===== src/rtl/core/mmat_pkg.sv =====
package mmat_pkg;

    // Field widths of the command and result words
    localparam int IFACE_W  = 4;
    localparam int GROUP_W  = 32;
    localparam int TIME_W   = 32;
    localparam int EXPIRY_W = 16;
    localparam int COUNT_W  = 7;
    localparam int CMD_W    = 2;

    // Stream word widths, padded to whole bytes
    localparam int S_TDATA_W = 72;
    localparam int M_TDATA_W = 16;

    localparam logic [COUNT_W-1:0]  COUNT_MAX    = 7'd127;
    localparam logic [EXPIRY_W-1:0] EXPIRY_RESET = 16'd260;

    localparam logic STATUS_DONE = 1'b0;
    localparam logic STATUS_FULL = 1'b1;

    typedef enum logic [CMD_W-1:0] {
        CMD_REPORT = 2'd0,
        CMD_LEAVE  = 2'd1,
        CMD_QUERY  = 2'd2,
        CMD_SWEEP  = 2'd3
    } t_cmd;

    typedef enum logic [1:0] {
        ST_IDLE = 2'd0,
        ST_WALK = 2'd1,
        ST_HOLD = 2'd2
    } t_state;

    // Token that walks the cell chain, one cell per cycle
    typedef struct packed {
        logic               active;
        logic               hit;
        logic               claimed;
        logic [COUNT_W-1:0] count;
    } t_tok;

    // Command key held steady for all cells during a walk
    typedef struct packed {
        t_cmd                cmd;
        logic                en;
        logic [IFACE_W-1:0]  iface;
        logic [GROUP_W-1:0]  group;
        logic [TIME_W-1:0]   now;
        logic [EXPIRY_W-1:0] expiry;
    } t_bcast;

    // End-of-walk decision for a tentatively claimed slot
    typedef struct packed {
        logic fire;
        logic keep;
    } t_commit;

endpackage


===== src/rtl/core/mmat_cell.sv =====
module mmat_cell (
    input  logic             i_clk,
    input  logic             i_rst_n,
    input  mmat_pkg::t_tok    i_tok,
    input  mmat_pkg::t_bcast  i_bc,
    input  mmat_pkg::t_commit i_commit,
    output mmat_pkg::t_tok    o_tok
);

    logic                          r_valid;
    logic                          n_valid;
    logic                          r_pending;
    logic                          n_pending;
    logic [mmat_pkg::IFACE_W-1:0]  r_iface;
    logic [mmat_pkg::GROUP_W-1:0]  r_group;
    logic [mmat_pkg::TIME_W-1:0]   r_stamp;
    mmat_pkg::t_tok                r_tok;
    mmat_pkg::t_tok                n_tok;
    logic                          w_key_we;
    logic                          w_stamp_we;
    logic                          w_match;
    logic                          w_old;
    logic [mmat_pkg::TIME_W-1:0]   w_age;

    // Compare this entry against the broadcast key
    assign w_match = r_valid && i_bc.en && (r_iface == i_bc.iface) && (r_group == i_bc.group);
    assign w_age   = i_bc.now - r_stamp;
    assign w_old   = r_valid &&
                     (w_age > {{(mmat_pkg::TIME_W-mmat_pkg::EXPIRY_W){1'b0}}, i_bc.expiry});

    // Act on the passing token and on the end-of-walk commit
    always_comb begin
        n_tok      = i_tok;
        n_valid    = r_valid;
        n_pending  = r_pending;
        w_key_we   = 1'b0;
        w_stamp_we = 1'b0;
        if (i_tok.active) begin
            case (i_bc.cmd)
                mmat_pkg::CMD_SWEEP: begin
                    if (w_old) begin
                        n_valid = 1'b0;
                        if (i_tok.count != mmat_pkg::COUNT_MAX) begin
                            n_tok.count = i_tok.count + 1'b1;
                        end
                    end
                end
                mmat_pkg::CMD_REPORT: begin
                    if (w_match) begin
                        n_tok.hit  = 1'b1;
                        w_stamp_we = 1'b1;
                    end else if (!r_valid && !i_tok.claimed && i_bc.en) begin
                        // claim the lowest free slot, kept only if the walk finds no matching entry
                        n_tok.claimed = 1'b1;
                        n_pending     = 1'b1;
                        w_key_we      = 1'b1;
                        w_stamp_we    = 1'b1;
                    end
                end
                mmat_pkg::CMD_LEAVE: begin
                    if (w_match) begin
                        n_tok.hit = 1'b1;
                        n_valid   = 1'b0;
                    end
                end
                mmat_pkg::CMD_QUERY: begin
                    if (w_match) begin
                        n_tok.hit = 1'b1;
                    end
                end
                default: begin
                    n_tok = i_tok;
                end
            endcase
        end
        if (i_commit.fire && r_pending) begin
            n_pending = 1'b0;
            n_valid   = i_commit.keep;
        end
    end

    // Hold control state and the outgoing token
    always_ff @(posedge i_clk) begin
        if (!i_rst_n) begin
            r_valid   <= 1'b0;
            r_pending <= 1'b0;
            r_tok     <= '0;
        end else begin
            r_valid   <= n_valid;
            r_pending <= n_pending;
            r_tok     <= n_tok;
        end
    end

    // Store entry payload
    always_ff @(posedge i_clk) begin
        if (w_key_we) begin
            r_iface <= i_bc.iface;
            r_group <= i_bc.group;
        end
        if (w_stamp_we) begin
            r_stamp <= i_bc.now;
        end
    end

    assign o_tok = r_tok;

endmodule


===== config.mk =====
export PLATFORM = sky130hd
export DESIGN_NAME = mmat_cell
export DESIGN_NICKNAME = d
export VERILOG_FILES = /design/src/rtl/core/mmat_pkg.sv /design/src/rtl/core/mmat_cell.sv
export SDC_FILE = /design/constraint.sdc
export NUM_CORES = 1
export LEC_CHECK = 0
export BUFFER_PORTS_ARGS = -buffer_cell sky130_fd_sc_hd__buf_2
export CORE_ASPECT_RATIO = 1.4
export CORE_UTILIZATION = 40
export CTS_BUF_LIST = sky130_fd_sc_hd__clkbuf_8
export DETAILED_ROUTE_END_ITERATION = 16
export SYNTH_ARGS = -nofsm -noshare
export SYNTH_HDL_FRONTEND = slang
export SYNTH_SLANG_ARGS = --single-unit

===== constraint.sdc =====
create_clock -name i_clk -period 6.17 [get_ports i_clk]
set_input_delay 1.234 -clock i_clk [delete_from_list [all_inputs] [get_ports i_clk]]
set_output_delay 1.234 -clock i_clk [all_outputs]
set_load 0.01 [all_outputs]

* After elaboration in Yosys (flattened, before gate mapping)
Cells that the tools add are included.
Storage, ports and cells: flip-flop bits (word level) 80, bits of input ports 101, logic and storage cells 59
Cells by class: add/sub/neg operators 2, order comparisons 1, equality and inequality tests 8, mux-type cells 21, bitwise logic cells 2, reductions and logical operators 16
Operator list (number):
- == test 32 bit | 1
- greater-than comparator 32 x 16 -> 1 bit | 1
- subtractor 32 bit | 1
- 2-to-1 mux 7 bit | 3
- 2-to-1 mux 1 bit | 16
- 2-to-1 mux 10 bit | 1
- AND reduction 4 bit | 2
- adder 7 x 1 -> 7 bit, second input constant | 1
- logical AND 1 bit | 7
- != test 7 bit, second input constant | 1
- != test 3 bit, second input constant | 2
- == test 2 bit, second input constant | 2
- == test 4 bit | 1
- nonzero test 3 bit | 1
- OR reduction 3 bit | 1
- == test 2 x 1 -> 1 bit, second input constant | 1
- zero test 1 bit | 2
- zero test 2 bit | 1
- NOT 1 bit | 2
- case mux 1 bit (2 select lines) | 1
- nonzero test 2 bit | 1
- OR reduction 2 bit | 1

* Depth between registers and ports, before layout
Gate-level depths: netlist of run 1.
word-level depth 7, mapped depth 21

* Worst setup path after synthesis of run 1
Ideal clock, no wire load.
path type input -> register, start in i_bc[16] in the netlist's numbering, end reg r_tok (netlist bit o_tok[6]), library setup time 115 ps, arrival 4956 ps, required time 6055 ps, setup slack 1099 ps, stages 19, path through inv_1 > ha_1 > fa_1 > nand2b_1 > a21o_1 > a2111o_1 > nand3b_1 > xor2_1 > ha_1 > nand4_1 > a21oi_1 > or4_1 > a221oi_1 > nand4_1 > nor4_1 > and4_1 > buf_4 > nor4_1 > o21a_1
On the way: cells in the longest elaborated chain, start to end 6
RTL lines:
- from (decl) | line mmat_cell.sv:5 | input mmat_pkg::t_bcast i_bc,
- subtractor 32 bit | line mmat_cell.sv:27 | assign w_age = i_bc.now - r_stamp;
- greater-than comparator 32 x 16 -> 1 bit | line mmat_cell.sv:29 | (w_age > {{(mmat_pkg::TIME_W-mmat_pkg::EXPIRY_W){1'b0}}, i_bc.expiry});
- logical AND 1 bit | line mmat_cell.sv:28 | assign w_old = r_valid &&
- 2-to-1 mux 7 bit | line mmat_cell.sv:41 | if (w_old) begin
- 2-to-1 mux 7 bit | line mmat_cell.sv:39 | case (i_bc.cmd)
- 2-to-1 mux 10 bit | line mmat_cell.sv:38 | if (i_tok.active) begin
- to (signal assigned) | line mmat_cell.sv:91 | r_tok <= n_tok;
- to (decl) | line mmat_cell.sv:17 | mmat_pkg::t_tok r_tok;
No other way between the ends. A chain may end at the register's enable or synchronous reset.

* Worst setup path after layout of run 1
start in i_bc[16] in the netlist's numbering, end reg r_valid
On the way: cells in the longest elaborated chain, start to end 5
RTL lines:
- subtractor 32 bit | line mmat_cell.sv:27
- greater-than comparator 32 x 16 -> 1 bit | line mmat_cell.sv:29
- logical AND 1 bit | line mmat_cell.sv:28
- != test 3 bit (no source line)
- AND reduction 4 bit (no source line)
- to (signal assigned) | line mmat_cell.sv:89 | r_valid <= n_valid;
- to (decl) | line mmat_cell.sv:10 | logic r_valid;
No other way between the ends.

==> results of run 1 <==
## cell usage in the layout (no fill, tap or decap), types with 3 or more instances in the layout
cell type and instances:
buf_2 110, edfxtp_1 68, clkbuf_8 9, nand2b_1 9, nor3_1 9, o31ai_1 3, o2111ai_1 4, and3_1 4
and2_1 3, dfxtp_1 12, o211ai_1 8, nor4_1 6, xor2_1 9, o21ai_0 18, o21a_1 7, nor2_1 34
or4_1 4, nand4_1 22, nand3_1 14, nand2_1 57, mux2i_1 6, inv_1 56, a211oi_1 8, or3_1 5
nor2b_1 5, xnor2_1 44, a2111oi_0 3, ha_1 48, a21oi_1 53, a21o_1 16
## power groups by stage
stage / combinational, uW / clock, uW / sequential (uW)
4_1_cts: 276 / 417 / 602
3_3_place_gp: 270 / 0 / 614
6_report: 276 / 404 / 602
2_1_floorplan: 177 / 0 / 616
5_1_grt: 308 / 443 / 604
3_5_place_dp: 274 / 0 / 615
## per-layer routing
layer	vias up	global-route usage [%]	routed length, um
li1	2395	-	-
met1	2302	22.4	5900
met3	25	3.09	521
met5	-	0	0
met2	132	37.3	7500
met4	0	8.20	373
## final timing paths
kind,from,endpoint,slack [ps],cells past startpoint
max,i_bc[16],r_valid$_SDFFE_PN0P_,710,19
min,r_valid$_SDFFE_PN0P_,r_valid$_SDFFE_PN0P_,520,2
max reg2reg,r_stamp[0]$_DFFE_PP_,r_valid$_SDFFE_PN0P_,1290,17
min reg2reg,r_valid$_SDFFE_PN0P_,r_valid$_SDFFE_PN0P_,520,2
## stage by stage
step | cell area (um2) | instances
global placement | 6370 | 871
floorplan | 5630 | 592
detailed placement | 6370 | 871
CTS | 6580 | 887
finish | 6580 | 887
global route | 6580 | 887
## cell families after synthesis
kind of cell | Yosys count | synth area share (%)
AO/OA/AOI/OAI | 152 | 18.3
adder cells (fa/ha/maj) | 49 | 11.0
AND/OR/NAND/NOR | 181 | 15.8
XOR/XNOR | 53 | 8.24
flip-flops | 80 | 40.5
buffers and inverters | 70 | 4.87
multiplexers | 7 | 1.27
## sequential cells by signal (all words and copies together), names as in the netlist
name,flops
r_valid,1
r_stamp,32
r_pending,1
r_iface,4
o_tok,10
r_group,32
## cell type report
class                      instances  area [um2]  area share, %
inverter                          56         210           3.20
clock inverter                     7        78.8           1.20
multi-input combinational        442        3090           47.1
clock buffer                       9         124           1.88
timing repair buffer             111         558           8.49
tap                              182         228           3.46
sequential                        80        2280           34.7
## critical path, stage by stage
cell       delay [ps]
buf_2              90
inv_1              40
ha_1              210
fa_1              410
nand2b_1          180
a21o_1            210
a2111o_1          450
nand3b_1          170
xor2_1            160
ha_1              260
nand4_1           170
a2111oi_0         100
or4_1             500
a221oi_1          260
nand4_1           160
nor4_1            360
and4_1            470
a21oi_1           130
a211oi_2          190
==> flow_summary.toml, run 1 <==
[sta]
setup_viol = 0
layout_min_cycle_time_ps = 5460
clock_skew_ps = 27.8
worst_pin_slew_ps = 1130
slew_violations = 0
max_freq_mhz = 183
fin_ws_ps = 711
fin_crit_sh_pct = 88.5
finalSetupTns_ps = 0
slew_headroom_pct = 24.6
fin_hold_ws_ps = 524
rsz0062_at_grt = "false"
final-hold-violation-count = 0

[route]
avgRoutedWirePerCell_um = 16.1
num_vias = 4854
vias_per_cell = 5.47
drtPass1Iterations = 5
finalWirelength_um = 14300
first_iter_violations = 198
drtAntennaViolNets = 0
drc = 0

[critical_path]
arrival_ps = 5740
criticalPathCategory = "input pin to flop"
required_ps = 6450
endpoint_kind = "flop"
crit_fanout = 9
worstSetupStartpointType = "input pin"

[placement]
dp_hpwl_um = 11600
numPortBuffers = 110
gp_congestion = 0.908
dp_slack_ps = 329

[power]
power.internal_uw = 907
switching_share_pct = 29.2
comb_power_share_pct = 21.5
clkPwrFrac_pct = 31.5
p_seq_share_pct = 47.0
finalPower_uw = 1280
switchingPower_uw = 375
p_per_area_mw_per_mm2 = 195
leakagePower_uw = 0.00273
peakVddDrop_mv = 0.0825

[clock_network]
cts_sinks = 80
cts_root_buffer = "clkbuf_8"
cts_buffers = 9
clockBufferDepth = 2
cts_tree = "done"
clkLatencyLatePin_ps = 370
clk_pin_slew_ps = 80
cts_resized = 0
cts_max_level = 3
postCtsSetupRepairBufs = 0
cts_hold_buf = 0

[logic_synthesis]
synth_common_cells = "68 x edfxtp_1, 57 x nand2_1, 56 x inv_1, 54 x a21oi_1, 48 x ha_1"
synth_warnings = 0
avgSynthCellArea_um2 = 9.51
yosysMostFrequentCell = "edfxtp_1"
syn_area_mm2 = 0.00563
synth_area_leader_cell = "edfxtp_1"
synth_edf_count = 68
ys_async_sr_fraction_pct = 0
netlist.area_leader.share_pct = 36.3
synth_area_leaders = "edfxtp_1 36%, ha_1 11%, xnor2_1 6.8%, a21oi_1 4.8%, dfxtp_1 4.3%"
ys_types = 63
dominantRegCellSynth = "edfxtp_1"
ys_seq_area_share_pct = 40.5
syn_nets = 742
netlist_instances = 592
synth-seq-cells = 80

[global_routing]
grtUsageTotal_pct = 20.1
grt-ovfl-total = 0
grt_max_degree = 39
grt_pass1_vias = 4810
grt_pass1_wl_um = 22500
antenna_found_initial = 0

[run]
cap_viol_max_count = 0

[finish]
antenna_cells = 0
area_growth_pct = 16.8
final_util_pct = 48.4
drive_above_1_share_pct = 19.3
fillCellCount = 1327
nNetsFinal = 850

[die]
placementRows = 50
start_util_pct = 41.5
die_area_mm2 = 0.0146
die_w_um = 102
die_h_um = 142
core_area_mm2 = 0.0136
io_pins = 111

[run_status]
outcome = "finished clean"

[min_path]
hp-class = "flop to flop"
No activity file was read; power rests on OpenSTA's default activity.
==> inputs of run 2 (changes only) <==
CORE_ASPECT_RATIO = not set   (was 1.4)
==> flow_summary.toml, run 2 (synthesized netlist as in run 1, its figures left out) <==
[die]
core_area_mm2 = 0.0135
die_w_um = 121
placementRows = 42
die_area_mm2 = 0.0146
die_h_um = 121
io_pins = 111
start_util_pct = 41.7

[route]
drc = 0
drtPass1Iterations = 4
finalWirelength_um = 13600
vias_per_cell = 5.45
avgRoutedWirePerCell_um = 15.4
num_vias = 4815
first_iter_violations = 341
drtAntennaViolNets = 0

[clock_network]
cts_hold_buf = 0
clockBufferDepth = 2
cts_buffers = 9
cts_root_buffer = "clkbuf_8"
postCtsSetupRepairBufs = 0
cts_resized = 0
cts_max_level = 3
clk_pin_slew_ps = 70
cts_tree = "done"
cts_sinks = 80
clkLatencyLatePin_ps = 370

[sta]
fin_hold_ws_ps = 527
slew_headroom_pct = 26.1
final-hold-violation-count = 0
max_freq_mhz = 184
fin_crit_sh_pct = 88.1
fin_ws_ps = 737
setup_viol = 0
finalSetupTns_ps = 0
slew_violations = 0
rsz0062_at_grt = "false"
worst_pin_slew_ps = 1110
layout_min_cycle_time_ps = 5430
clock_skew_ps = 14.7

[placement]
dp.cells = 867
gp_congestion = 0.905
numPortBuffers = 110
dpl_cell_area_mm2 = 0.00637
dp_slack_ps = 356
dp_hpwl_um = 10700

[global_routing]
grtUsageTotal_pct = 19.1
grt_pass1_vias = 4783
grt_pass1_wl_um = 22000
antenna_found_initial = 0
grt-ovfl-total = 0
grt_max_degree = 38

[run]
cap_viol_max_count = 0

[finish]
final_cell_mix = "110 x buf_2, 68 x edfxtp_1, 58 x inv_1"
final_common_cell = "buf_2"
drive_above_1_share_pct = 19.2
area_growth_pct = 16.6
antenna_cells = 0
design_area_mm2 = 0.00657
final_cells = 883
nNetsFinal = 852

[critical_path]
criticalPathCategory = "input pin to flop"
worstSetupStartpointType = "input pin"
endpoint_kind = "flop"
crit_fanout = 9
arrival_ps = 5680
required_ps = 6410

[power]
p_per_area_mw_per_mm2 = 192
leakagePower_uw = 0.00274
peakVddDrop_mv = 0.0869

[run_status]
outcome = "finished clean"

[min_path]
hp-class = "flop to flop"
## run 2: power breakdown
group / total, uW / switching (uW) / internal (uW)
Clock: 385 / 201 / 184
Combinational: 276 / 157 / 119
Sequential: 602 / 3.71 / 598
## run 2: critical path, cell delays in order
cell	delay, ps
buf_2	90
inv_1	40
ha_1	220
fa_1	400
nand2b_1	180
a21o_1	210
a2111o_1	460
nand3b_1	180
xor2_1	190
ha_1	270
nand4_1	160
a2111oi_0	100
or4_1	480
a221oi_1	260
nand4_1	130
nor4_1	320
and4_1	470
nor2_1	150
mux2i_1	140
## run 2: metrics by stage
step                      utilization, %  total power [uW]
after floorplan                        -               793
after CTS                           48.6              1280
final                               48.6              1260
after global routing                48.6              1330
after global placement              47.2               881
after detailed placement            47.2               889
## run 2: layout make-up
class / count / area, um2
fillers: 1308 / 6940
multi-input cells: 442 / 3090
clock buffers: 9 / 124
repair buffers: 113 / 573
flip-flops and latches: 80 / 2280
well taps: 176 / 220
clock inverters: 7 / 66.3
inverters: 56 / 210
## run 2: worst paths after layout
path,from,end,slack [ps],cells after the start
worst max register to register,r_stamp[0]$_DFFE_PP_,o_tok[0]$_SDFF_PN0_,1330,17
worst min-delay path,r_valid$_SDFFE_PN0P_,r_valid$_SDFFE_PN0P_,530,2
worst min register to register,r_valid$_SDFFE_PN0P_,r_valid$_SDFFE_PN0P_,530,2
worst max-delay path,i_bc[16],o_tok[0]$_SDFF_PN0_,740,19
## run 2: per-layer routing
layer | GRT usage (%) | part of all wire (%) | vias up
met5 | 0 | 0 | -
met4 | 8.72 | 2.5 | 0
met3 | 2.97 | 5.3 | 26
met2 | 31.9 | 46 | 141
met1 | 24.2 | 46 | 2244
li1 | - | - | 2404
==> inputs of run 3 (changes only) <==
CELL_PAD_IN_SITES_DETAIL_PLACEMENT = 0   (was not set)
CELL_PAD_IN_SITES_GLOBAL_PLACEMENT = 1   (was not set)
PLACE_DENSITY_LB_ADDON = 0.1   (was not set)
==> flow_summary.toml, run 3 (synthesized netlist as in run 1, its figures left out) <==
[run_status]
outcome = "finished clean"

[clock_network]
cts_tree = "done"
cts_hold_buf = 0
cts_sinks = 80
postCtsSetupRepairBufs = 0
cts_root_buffer = "clkbuf_8"
cts_buffers = 9
cts_resized = 0
cts_max_level = 3
clk_pin_slew_ps = 80
clockBufferDepth = 2
clkLatencyLatePin_ps = 380

[global_routing]
antenna_found_initial = 0
grtUsageTotal_pct = 19.6
grt_max_degree = 33
grt_pass1_wl_um = 22100
grt-ovfl-total = 0
grt_pass1_vias = 4618

[route]
num_vias = 4718
drtAntennaViolNets = 0
vias_per_cell = 5.34
drtPass1Iterations = 4
drc = 0
finalWirelength_um = 13700
avgRoutedWirePerCell_um = 15.6
first_iter_violations = 269

[die]
start_util_pct = 41.7
die_area_mm2 = 0.0146
core_area_mm2 = 0.0135
io_pins = 111
placementRows = 42
die_h_um = 121
die_w_um = 121

[critical_path]
reg2reg_slack_ps = 1370
endpoint_kind = "flop"
critPathTopFamily = "simple AND/OR/NAND/NOR gates"
slowest_stage = "or4_1"
arrival_ps = 5640
required_ps = 6430
worstSetupStartpointType = "input pin"
path_buf_inv = 2
crit_path_cell_trace = "buf_2 -> inv_1 -> ha_1 -> fa_1 -> nand2b_1 -> a21o_1 -> a2111o_1 -> nand3b_1 -> xor2_1 -> ha_1 -> nand4_1 -> a2111oi_0 -> or4_1 -> a221oi_1 -> nand4_1 -> nor4_1 -> and4_1 -> nor2_1 -> mux2i_1"
criticalPathCategory = "input pin to flop"
crit_fanout = 9
slowest_delay_ps = 470

[finish]
final_common_cell = "buf_2"
fillCellCount = 1286
final_util_pct = 48.8
final_cell_mix = "110 x buf_2, 68 x edfxtp_1, 57 x inv_1, 57 x nand2_1, 53 x a21oi_1"
drive_above_1_share_pct = 19.2
multiInputGateArea_mm2 = 0.00309
nNetsFinal = 852
area_growth_pct = 17.1
seq_area_mm2 = 0.00228
antenna_cells = 0
design_area_mm2 = 0.00659

[min_path]
hp-class = "flop to flop"

[sta]
slew_violations = 0
worst_pin_slew_ps = 1110
clock_skew_ps = 13.9
fin_crit_sh_pct = 87.3
slew_headroom_pct = 25.5
finalSetupTns_ps = 0
max_freq_mhz = 186
setup_viol = 0
rsz0062_at_grt = "false"
final-hold-violation-count = 0
layout_min_cycle_time_ps = 5380
fin_ws_ps = 786

[placement]
dpl_cell_area_mm2 = 0.00637
numPortBuffers = 110
dp_hpwl_um = 10900
dp_slack_ps = 406
gp_congestion = 0.884

[power]
peakVddDrop_mv = 0.118
leakagePower_uw = 0.00276
p_per_area_mw_per_mm2 = 200

[run]
cap_viol_max_count = 0
## run 3: cell count changes in the layout (fill, tap and decap cells not counted), sizes merged
cell,change
clkinvlp,-2
bufinv,+1
inv,+1
## run 3: power breakdown
part,switching [uW],total (uW),internal (uW)
sequential,3.74,602,598
clock,213,442,229
combinational,157,275,119
## run 3: worst min-delay path, cell delays in order, from the launching register on
cell      delay, ps
dfxtp_1         350
nand2_1          80
a211oi_2         60
## run 3: worst paths after layout
kind / cells after the start / endpoint / from
setup / recovery: 19 / o_tok[1]$_SDFF_PN0_ / i_bc[16]
hold / removal: 2 / r_valid$_SDFFE_PN0P_ / r_valid$_SDFFE_PN0P_
setup reg to reg: 17 / o_tok[1]$_SDFF_PN0_ / r_stamp[0]$_DFFE_PP_
hold reg to reg: 2 / r_valid$_SDFFE_PN0P_ / r_valid$_SDFFE_PN0P_
## run 3: layout make-up
| cell class | instances | share of cell area, % |
|---|---|---|
| multi-input combinational | 442 | 46.9 |
| sequential | 80 | 34.6 |
| timing repair buffer | 113 | 8.69 |
| tap | 176 | 3.34 |
| inverter | 56 | 3.19 |
| clock buffer | 9 | 1.88 |
| clock inverter | 7 | 1.42 |
## run 3: layer usage
metal  vias to the layer above  global-route usage [%]  share of wire [%]
met3                        16                    3.82                4.6
met4                         0                    7.87                1.7
met5                         -                       0                  0
met2                       117                    31.6                 45
li1                       2403                       -                  -
met1                      2182                    25.8                 48
## run 3: metrics by stage
stage | power [uW] | instances | hold WS [ps]
2_1_floorplan | 793 | 592 | 478
3_3_place_gp | 883 | 867 | 503
3_5_place_dp | 889 | 867 | 518
4_1_cts | 1340 | 883 | 529
5_1_grt | 1390 | 883 | 559
6_report | 1320 | 883 | 523
